[src/rtl/dfp_pkg.sv]
// ----------------------------------------------------------------------------
// dfp_pkg
// Shared constants and types of the DHCP message type parser.
// ----------------------------------------------------------------------------
package dfp_pkg;

    localparam int DEF_MAX_FRAME_BYTES = 2048;

    localparam int IN_TDATA_W  = 8;
    localparam int OUT_TDATA_W = 48;
    localparam int CFG_DATA_W  = 11;
    localparam int CFG_INDEX_W = 2;

    localparam logic [CFG_INDEX_W-1:0] CFG_MIN_FRAME_LENGTH   = 2'd0;
    localparam logic [CFG_INDEX_W-1:0] CFG_CLIENT_ADDR_OFFSET = 2'd1;
    localparam logic [CFG_INDEX_W-1:0] CFG_OPTIONS_OFFSET     = 2'd2;

    localparam logic [10:0] RST_MIN_FRAME_LENGTH   = 11'd285;
    localparam logic [7:0]  RST_CLIENT_ADDR_OFFSET = 8'd16;
    localparam logic [7:0]  RST_OPTIONS_OFFSET     = 8'd240;
    localparam logic [5:0]  RST_IP_HEADER_BYTES    = 6'd20;

    localparam int ETH_HDR_BYTES = 14;
    localparam int UDP_HDR_BYTES = 8;
    localparam int OPT_HDR_BYTES = 2;
    localparam int ADDR_BYTES    = 4;

    localparam logic [7:0] OPT_PAD      = 8'd0;
    localparam logic [7:0] OPT_MSG_TYPE = 8'd53;
    localparam logic [7:0] OPT_END      = 8'd255;
    localparam logic [7:0] TYPE_ACK     = 8'd5;
    localparam logic [7:0] TYPE_RELEASE = 8'd7;

    typedef enum logic [1:0] {
        ACT_IGNORE  = 2'd0,
        ACT_ACK     = 2'd1,
        ACT_RELEASE = 2'd2,
        ACT_SHORT   = 2'd3
    } t_action;

    typedef enum logic [2:0] {
        PH_CODE  = 3'b001,
        PH_LEN   = 3'b010,
        PH_VALUE = 3'b100
    } t_phase;

    typedef struct packed {
        logic       last;
        logic [7:0] frame_byte;
    } t_in_item;

    typedef struct packed {
        logic [31:0] client_address;
        logic [7:0]  message_type;
        t_action     action;
    } t_result;

endpackage

[src/rtl/dfp_in_stage.sv]
// ----------------------------------------------------------------------------
// dfp_in_stage
// Input register: holds one frame byte until the parser takes it.
// ----------------------------------------------------------------------------
module dfp_in_stage (
    input  logic              i_clk,
    input  logic              i_rst_n,
    input  logic              i_valid,
    output logic              o_ready,
    input  dfp_pkg::t_in_item i_item,
    input  logic              i_take,
    output logic              o_valid,
    output dfp_pkg::t_in_item o_item
);
    import dfp_pkg::*;

    logic     r_valid;
    t_in_item r_item;

    assign o_ready = !r_valid || i_take;
    assign o_valid = r_valid;
    assign o_item  = r_item;

    always_ff @(posedge i_clk) begin
        if (!i_rst_n) begin
            r_valid <= 1'b0;
        end else if (o_ready) begin
            r_valid <= i_valid;
        end
    end

    always_ff @(posedge i_clk) begin
        if (o_ready && i_valid) begin
            r_item <= i_item;
        end
    end

endmodule

[src/rtl/dfp_parser.sv]
// ----------------------------------------------------------------------------
// dfp_parser
// Per-byte frame walk: header skip, address capture, option search, verdict.
// ----------------------------------------------------------------------------
module dfp_parser #(
    parameter int MAX_FRAME_BYTES = dfp_pkg::DEF_MAX_FRAME_BYTES
) (
    input  logic                                i_clk,
    input  logic                                i_rst_n,
    input  logic                                i_cfg_we,
    input  logic [dfp_pkg::CFG_INDEX_W-1:0]     i_cfg_index,
    input  logic [dfp_pkg::CFG_DATA_W-1:0]      i_cfg_data,
    input  logic                                i_valid,
    input  dfp_pkg::t_in_item                   i_item,
    input  logic                                i_out_free,
    output logic                                o_take,
    output logic                                o_res_valid,
    output dfp_pkg::t_result                    o_res
);
    import dfp_pkg::*;

    localparam int PW = $clog2(MAX_FRAME_BYTES + 1);
    localparam int NW = $clog2(MAX_FRAME_BYTES);
    localparam int SW = PW + 1;
    localparam logic [SW-1:0] MAX_S = SW'(MAX_FRAME_BYTES);

    logic [10:0]   r_min_len;
    logic [7:0]    r_caddr_off;
    logic [7:0]    r_opt_off;

    logic [PW-1:0] r_pos,   n_pos;
    logic [5:0]    r_ihl,   n_ihl;
    logic [NW-1:0] r_next,  n_next;
    t_phase        r_phase, n_phase;
    logic [7:0]    r_found, n_found;
    logic          r_done,  n_done;
    logic [31:0]   r_addr,  n_addr;

    logic [7:0]    b;
    logic [SW-1:0] pos_s;
    logic [SW-1:0] dhcp_start;
    logic [SW-1:0] opt_start;
    logic [SW-1:0] addr_start;
    logic [SW-1:0] addr_diff;
    logic [SW-1:0] tgt;
    logic          set_req;
    logic [7:0]    res_type;
    t_action       res_action;

    assign b      = i_item.frame_byte;
    assign o_take = i_valid && (!i_item.last || i_out_free);

    always_comb begin
        n_pos      = r_pos;
        n_ihl      = r_ihl;
        n_next     = r_next;
        n_phase    = r_phase;
        n_found    = r_found;
        n_done     = r_done;
        n_addr     = r_addr;
        set_req    = 1'b0;
        tgt        = '0;
        pos_s      = SW'(r_pos);
        dhcp_start = SW'(ETH_HDR_BYTES) + SW'(r_ihl) + SW'(UDP_HDR_BYTES);
        opt_start  = SW'(ETH_HDR_BYTES) + SW'({b[3:0], 2'b00}) + SW'(UDP_HDR_BYTES)
                   + SW'(r_opt_off);
        addr_start = dhcp_start + SW'(r_caddr_off);
        addr_diff  = pos_s - addr_start;

        if (pos_s < MAX_S) begin
            if (pos_s == SW'(ETH_HDR_BYTES)) begin
                n_ihl   = {b[3:0], 2'b00};
                set_req = 1'b1;
                tgt     = opt_start;
            end else if (pos_s > SW'(ETH_HDR_BYTES)) begin
                if (pos_s >= addr_start && addr_diff < SW'(ADDR_BYTES)) begin
                    n_addr = {r_addr[23:0], b};
                end
                if (!r_done && pos_s == SW'(r_next)) begin
                    case (r_phase)
                        PH_CODE: begin
                            if (b == OPT_MSG_TYPE) begin
                                n_phase = PH_VALUE;
                                set_req = 1'b1;
                                tgt     = pos_s + SW'(OPT_HDR_BYTES);
                            end else if (b == OPT_END) begin
                                n_done  = 1'b1;
                                n_found = '0;
                            end else if (b == OPT_PAD) begin
                                set_req = 1'b1;
                                tgt     = pos_s + SW'(1);
                            end else begin
                                n_phase = PH_LEN;
                                set_req = 1'b1;
                                tgt     = pos_s + SW'(1);
                            end
                        end
                        PH_LEN: begin
                            n_phase = PH_CODE;
                            set_req = 1'b1;
                            tgt     = pos_s + SW'(1) + SW'(b);
                        end
                        PH_VALUE: begin
                            n_found = b;
                            n_done  = 1'b1;
                        end
                        default: begin
                            n_phase = PH_CODE;
                        end
                    endcase
                end
            end
            n_pos = r_pos + PW'(1);
        end

        if (set_req) begin
            if (tgt >= MAX_S) begin
                n_done  = 1'b1;
                n_found = '0;
            end else begin
                n_next = tgt[NW-1:0];
            end
        end

        res_type = n_done ? n_found : 8'd0;
        if (SW'(n_pos) < SW'(r_min_len)) begin
            res_action = ACT_SHORT;
        end else if (n_done && res_type == TYPE_ACK) begin
            res_action = ACT_ACK;
        end else if (n_done && res_type == TYPE_RELEASE) begin
            res_action = ACT_RELEASE;
        end else begin
            res_action = ACT_IGNORE;
        end
    end

    assign o_res_valid          = o_take && i_item.last;
    assign o_res.action         = res_action;
    assign o_res.message_type   = res_type;
    assign o_res.client_address = n_addr;

    always_ff @(posedge i_clk) begin
        if (!i_rst_n) begin
            r_min_len   <= RST_MIN_FRAME_LENGTH;
            r_caddr_off <= RST_CLIENT_ADDR_OFFSET;
            r_opt_off   <= RST_OPTIONS_OFFSET;
        end else if (i_cfg_we) begin
            case (i_cfg_index)
                CFG_MIN_FRAME_LENGTH:   r_min_len   <= i_cfg_data;
                CFG_CLIENT_ADDR_OFFSET: r_caddr_off <= i_cfg_data[7:0];
                CFG_OPTIONS_OFFSET:     r_opt_off   <= i_cfg_data[7:0];
                default: ;
            endcase
        end
    end

    always_ff @(posedge i_clk) begin
        if (!i_rst_n || (o_take && i_item.last)) begin
            r_pos   <= '0;
            r_ihl   <= RST_IP_HEADER_BYTES;
            r_next  <= '0;
            r_phase <= PH_CODE;
            r_found <= '0;
            r_done  <= 1'b0;
            r_addr  <= '0;
        end else if (o_take) begin
            r_pos   <= n_pos;
            r_ihl   <= n_ihl;
            r_next  <= n_next;
            r_phase <= n_phase;
            r_found <= n_found;
            r_done  <= n_done;
            r_addr  <= n_addr;
        end
    end

endmodule

[src/rtl/dfp_out_stage.sv]
// ----------------------------------------------------------------------------
// dfp_out_stage
// Result register: holds one verdict until the receiver takes it.
// ----------------------------------------------------------------------------
module dfp_out_stage (
    input  logic                              i_clk,
    input  logic                              i_rst_n,
    input  logic                              i_res_valid,
    input  dfp_pkg::t_result                  i_res,
    output logic                              o_free,
    output logic                              o_valid,
    input  logic                              i_ready,
    output logic [dfp_pkg::OUT_TDATA_W-1:0]   o_data
);
    import dfp_pkg::*;

    logic    r_valid;
    t_result r_res;

    assign o_free  = !r_valid || i_ready;
    assign o_valid = r_valid;
    assign o_data  = OUT_TDATA_W'(r_res);

    always_ff @(posedge i_clk) begin
        if (!i_rst_n) begin
            r_valid <= 1'b0;
        end else if (i_res_valid) begin
            r_valid <= 1'b1;
        end else if (i_ready) begin
            r_valid <= 1'b0;
        end
    end

    always_ff @(posedge i_clk) begin
        if (i_res_valid) begin
            r_res <= i_res;
        end
    end

endmodule

[src/rtl/dhcp_frame_message_type_parser_core.sv]
// ----------------------------------------------------------------------------
// dhcp_frame_message_type_parser_core
// Byte-serial Ethernet frame parser reporting the DHCP message type verdict.
// ----------------------------------------------------------------------------
// Usage:
//   Slave stream: one frame byte per item in tdata, tlast on the final byte.
//   Master stream: one verdict item per frame, sent after its tlast byte.
//   Configuration: write enable, register index and data; write only while
//   no frame is in flight.
//   Path: an accepted last byte passes the input register, then the result
//   register, before its verdict is valid.
//   Throughput: 1 byte per cycle unless a last byte waits on a held verdict;
//   each byte passes one compare-and-count stage between the input and result registers.
//   Reset: clears both registers and the frame walk; configuration returns
//   to minimum length 285, address offset 16, options offset 240.
//   Stall: a held verdict does not block ordinary bytes; only the next
//   last byte waits in the input register until the verdict is taken.
// ----------------------------------------------------------------------------
module dhcp_frame_message_type_parser_core #(
    parameter int MAX_FRAME_BYTES = dfp_pkg::DEF_MAX_FRAME_BYTES
) (
    input  logic                              i_clk,
    input  logic                              i_rst_n,
    input  logic                              i_cfg_we,
    input  logic [dfp_pkg::CFG_INDEX_W-1:0]   i_cfg_index,
    input  logic [dfp_pkg::CFG_DATA_W-1:0]    i_cfg_data,
    input  logic                              i_s_axis_tvalid,
    output logic                              o_s_axis_tready,
    input  logic [dfp_pkg::IN_TDATA_W-1:0]    i_s_axis_tdata,  // [7:0] frame_byte
    input  logic                              i_s_axis_tlast,
    output logic                              o_m_axis_tvalid,
    input  logic                              i_m_axis_tready,
    // [1:0] action, [9:2] message_type, [41:10] client_address, [47:42] zero
    output logic [dfp_pkg::OUT_TDATA_W-1:0]   o_m_axis_tdata
);
    import dfp_pkg::*;

    t_in_item in_item;
    t_in_item stage_item;
    t_result  res;
    logic     stage_valid;
    logic     take;
    logic     res_valid;
    logic     out_free;

    assign in_item.frame_byte = i_s_axis_tdata;
    assign in_item.last       = i_s_axis_tlast;

    dfp_in_stage u_in_stage (
        .i_clk   (i_clk),
        .i_rst_n (i_rst_n),
        .i_valid (i_s_axis_tvalid),
        .o_ready (o_s_axis_tready),
        .i_item  (in_item),
        .i_take  (take),
        .o_valid (stage_valid),
        .o_item  (stage_item)
    );

    dfp_parser #(
        .MAX_FRAME_BYTES (MAX_FRAME_BYTES)
    ) u_parser (
        .i_clk       (i_clk),
        .i_rst_n     (i_rst_n),
        .i_cfg_we    (i_cfg_we),
        .i_cfg_index (i_cfg_index),
        .i_cfg_data  (i_cfg_data),
        .i_valid     (stage_valid),
        .i_item      (stage_item),
        .i_out_free  (out_free),
        .o_take      (take),
        .o_res_valid (res_valid),
        .o_res       (res)
    );

    dfp_out_stage u_out_stage (
        .i_clk       (i_clk),
        .i_rst_n     (i_rst_n),
        .i_res_valid (res_valid),
        .i_res       (res),
        .o_free      (out_free),
        .o_valid     (o_m_axis_tvalid),
        .i_ready     (i_m_axis_tready),
        .o_data      (o_m_axis_tdata)
    );

    a_no_overwrite: assert property (@(posedge i_clk) disable iff (!i_rst_n)
        res_valid |-> (!o_m_axis_tvalid || i_m_axis_tready))
        else $error("verdict overwrites a held item");

    a_res_on_last: assert property (@(posedge i_clk) disable iff (!i_rst_n)
        res_valid |-> (take && stage_item.last))
        else $error("verdict without a consumed last byte");

    a_ack_type: assert property (@(posedge i_clk) disable iff (!i_rst_n)
        (o_m_axis_tvalid && o_m_axis_tdata[1:0] == ACT_ACK)
            |-> (o_m_axis_tdata[9:2] == TYPE_ACK))
        else $error("acknowledge verdict with wrong message type");

    a_rel_type: assert property (@(posedge i_clk) disable iff (!i_rst_n)
        (o_m_axis_tvalid && o_m_axis_tdata[1:0] == ACT_RELEASE)
            |-> (o_m_axis_tdata[9:2] == TYPE_RELEASE))
        else $error("release verdict with wrong message type");

endmodule
[config.mk]
export PLATFORM = sky130hd
export DESIGN_NAME = dhcp_frame_message_type_parser_core
export DESIGN_NICKNAME = d
export VERILOG_FILES = /design/src/rtl/dfp_pkg.sv /design/src/rtl/dfp_in_stage.sv /design/src/rtl/dfp_parser.sv /design/src/rtl/dfp_out_stage.sv /design/src/rtl/dhcp_frame_message_type_parser_core.sv
export SDC_FILE = /design/constraint.sdc
export NUM_CORES = 1
export LEC_CHECK = 0
export BUFFER_PORTS_ARGS = -buffer_cell sky130_fd_sc_hd__clkbuf_2
export CORE_MARGIN = 2
export CORE_UTILIZATION = 30
export CTS_CLUSTER_SIZE = 8
export DETAILED_ROUTE_END_ITERATION = 10
export GPL_TIMING_DRIVEN = 0
export PLACE_DENSITY = 0.53
export SLEW_MARGIN = 10
export SYNTH_ARGS = -nofsm -noshare
export SYNTH_HDL_FRONTEND = slang
export SYNTH_SLANG_ARGS = --single-unit
[constraint.sdc]
create_clock -name i_clk -period 5 [get_ports i_clk]
set_clock_uncertainty 0.1 [all_clocks]
set_input_delay 0.75 -clock i_clk [delete_from_list [all_inputs] [get_ports i_clk]]
set_output_delay 0.75 -clock i_clk [all_outputs]
set_load 0.05 [all_outputs]
==> run metrics <==
status=finished clean; H-tree depth=4; Setup WS pre-CTS=-0.168 ps; ys flop type=dfxtp_1; antenna cells=0; Final setup viols=0; Worst R2R Path Depth=16; CP Launch Type=register; largest net degree at the start of global routing=37; vias in the first global route=about 7100; crit end category=register; Core ar.=29500 sq um; max cap viols=0; row count=63; final setup margin=161 ps; synth unique cells=71; worst slew pin tran=between 1000 and 1500 ps; Critical R2R Launch=u_parser.r_ihl[2]; RR Endpoint=u_out_stage.o_data[28]; power per cell area=~270 nW/um^2; vias per cell=just over 5; IR drop worst, VDD=193 uV; total design power=2.85 mW; Required @ worst endpoint=slightly above 5000 ps; RSZ-0062 raised after global routing=no; Post-DRT Antenna Nets=0; Post-synth ARST share=0%; Final min period=4840 ps; worst-path fanout max=10; # DRC=0; Seq/Total Area, Yosys=about two fifths; Syn Area/Cell=9.23 sq um; area grow syn2layout=16.4%; global-route wire length before repair=between 40000 and 50000 microns; Synth Warn #=0; Die Span X=177 microns; maximum clock path buffer count=2; number of placed cells counting well taps=1434; initial antenna violation count=0; Cells after Synth=968; Ports=77; die height=177 microns; GRT Util Overall=between 15 and 20%; DRT iter0 DRCs=516; via count=around 7500; GPL Wtd Cong=0.954; layout cells sized above 1=15.9%; Worst-Skew Late Latency=440 ps; final worst-path cycle share=about 97%; Hold Crit Depth=2; Clk pin slew, worst setup/hold paths=70 ps; setup TNS=0 ps; Hold Crit Start=u_parser.r_addr[28]; slew margin rel.=roughly 29%; NumNets Final=~1200; Post-Syn Area=~8900 sq um; First-pass DRT Iterations=5; Design Area, Final=10400 sq um; GRT overflow=0; Hold Crit Class=reg2reg; reg2reg setup slack=approximately 160 ps; Leak=approximately 4.2 nW; Fin. Hold Viols=0; fin cells=1465; die footprint=31200 sq um; clock buffer count from CTS=17; hold endpoint=u_parser.r_addr[28]; #FFs+latches synth=151; routed len/inst=18.3 microns; IO Port Bufs=70; clk sinks=roughly 150; Initial Utilization=30.3%; TritonCTS clock tree=yes; fin. max-slew vios=0; Placement Cell Area=9810 sq um; HPWL Detailed=roughly 20000 microns; worst path arrival time=4920 ps; max frequency=207 MHz; CTS root buf=clkbuf_16; WS Path Type=reg2reg; EDFF count, synth=51; final WL=26800 microns
-- cell usage in the layout (no fill, tap or decap), types with 4 or more instances in the layout --
cell,synthesis,final
nand2_1,106,106
dfxtp_1,100,100
clkbuf_2,0,75
o21ai_0,65,65
ha_1,63,63
edfxtp_1,51,51
nand3_1,49,49
nor2_1,45,45
inv_1,40,40
a21oi_1,40,40
clkbuf_1,34,32
mux2_2,31,31
xor2_1,28,28
xnor2_1,28,28
mux2i_1,27,27
nor3_1,20,20
nor2b_1,20,20
clkbuf_16,0,17
nand4_1,13,13
o211ai_1,12,12
buf_4,10,11
a22oi_1,11,11
and3_1,11,10
or3_1,10,10
nand2b_1,9,9
a21boi_0,9,9
buf_2,11,8
o21a_1,8,8
and2_1,8,8
a22o_1,7,7
o221ai_1,7,7
nor4_1,6,6
or4_1,6,6
a21o_1,6,6
a211oi_1,6,6
o22ai_1,6,6
conb_1,1,6
nor3b_1,5,5
inv_6,0,5
o31ai_1,4,4
-- layer usage --
| metal | global-route usage (%) | vias up | part of all wire (%) | wire length [microns] |
|---|---|---|---|---|
| li1 | - | 3686 | - | - |
| met3 | 3.14 | 24 | 5.8 | 1540 |
| met1 | 26.3 | 3601 | 50 | 13400 |
| met4 | 4.99 | 0 | 1.5 | 408 |
| met2 | 25.8 | 225 | 43 | 11400 |
| met5 | 0 | - | 0 | 0 |
-- cells in the mapped netlist (7+ instances only) --
master / instances / area [sq um]
inv_1: 40 / 150
xnor2_1: 28 / 245
clkbuf_1: 34 / 128
buf_2: 11 / 55.1
or3_1: 10 / 62.6
nand4_1: 13 / 81.3
mux2_2: 31 / 349
nor2_1: 45 / 169
edfxtp_1: 51 / 1530
nor3_1: 20 / 100
ha_1: 63 / 788
a22o_1: 7 / 61.3
and2_1: 8 / 50.1
nor2b_1: 20 / 125
mux2i_1: 27 / 270
o21ai_0: 65 / 325
a21oi_1: 40 / 200
o221ai_1: 7 / 61.3
nand2b_1: 9 / 56.3
a21boi_0: 9 / 67.6
and3_1: 11 / 68.8
buf_4: 10 / 75.1
nand2_1: 106 / 398
nand3_1: 49 / 245
xor2_1: 28 / 245
a22oi_1: 11 / 82.6
o211ai_1: 12 / 90.1
dfxtp_1: 100 / 2000
o21a_1: 8 / 60.1
-- metrics by stage --
| stage | hold slack [ps] | utilization (%) |
|---|---|---|
| floorplan | 332 | - |
| global placement | 342 | 33.2 |
| detailed placement | 350 | 33.3 |
| CTS | 359 | 35.2 |
| global route | 380 | 35.2 |
| finish | 356 | 35.2 |
-- repair_timing --
action	in CTS	in global routing
hold buffers	0	0
gates resized for setup	3	10
gates cloned	0	0
setup endpoints to repair	29	62
buffers inserted	0	0
-- cell families (layout without fill, tap and decap cells) --
| kind of cell | count (synthesis) | after routing | share of synthesized area [%] |
|---|---|---|---|
| AND/OR/NAND/NOR | 326 | 326 | 18.3 |
| AO/OA/AOI/OAI | 209 | 209 | 15.2 |
| other | 1 | 6 | 0.0420 |
| flip-flops | 151 | 151 | 39.6 |
| XOR/XNOR | 56 | 56 | 5.49 |
| multiplexers | 59 | 59 | 7.06 |
| adder cells (fa/ha/maj) | 66 | 66 | 9.50 |
| buffers and inverters | 100 | 202 | 4.86 |
-- worst max-delay path by stage --
stage | end | cells after the start | slack [ps] | start
finish | u_out_stage.o_data[28] | 16 | 160 | u_parser.r_ihl[2]
global route | u_parser.r_addr[4] | 17 | 3 | u_parser.r_ihl[2]
CTS | u_out_stage.o_data[11] | 17 | 2 | u_parser.r_ihl[2]
detailed placement | u_out_stage.o_data[16] | 17 | -0.2 | u_parser.r_ihl[2]
global placement | u_out_stage.o_data[16] | 17 | -40 | u_parser.r_ihl[2]
floorplan | u_out_stage.o_data[28] | 17 | 710 | u_parser.r_ihl[2]
-- layout make-up --
type	instances	area (sq um)
Clock inverter	13	120
Inverter	40	150
Multi-Input combinational cell	722	4980
Timing Repair Buffer	71	370
Sequential cell	151	3530
Tap cell	390	488
Clock buffer	19	443
Fill cell	3092	19100
Buffer	59	302
-- critical path, stage by stage (launching register included) --
cell	delay, ps
dfxtp_1	340
inv_1	90
ha_1	300
ha_1	330
inv_1	60
ha_1	290
a21o_1	180
a21oi_1	220
xnor2_1	200
ha_1	310
xor2_1	150
or4_1	390
a2111oi_1	400
o31a_1	320
and2_1	300
buf_4	250
mux2_2	360
-- registers in the layout, summed over array words and instances, names as in the netlist --
signal                cells
u_out_stage.o_data       42
u_parser.r_addr          32
u_parser.r_pos           12
u_parser.r_min_len       11
u_parser.r_next          11
u_in_stage.o_item         9
u_parser.r_caddr_off      8
u_parser.r_found          8
u_parser.r_opt_off        8
u_parser.r_ihl            4
u_parser.r_phase          3
u_in_stage.o_valid        1
u_out_stage.o_valid       1
u_parser.r_done           1
-- report_power, final --
| group | internal (mW) | switching (mW) | total (mW) |
|---|---|---|---|
| Sequential | 1.29 | 0.0205 | 1.31 |
| Clock | 0.704 | 0.551 | 1.25 |
| Combinational | 0.0929 | 0.190 | 0.283 |
Power figures use the tool's default switching activity.
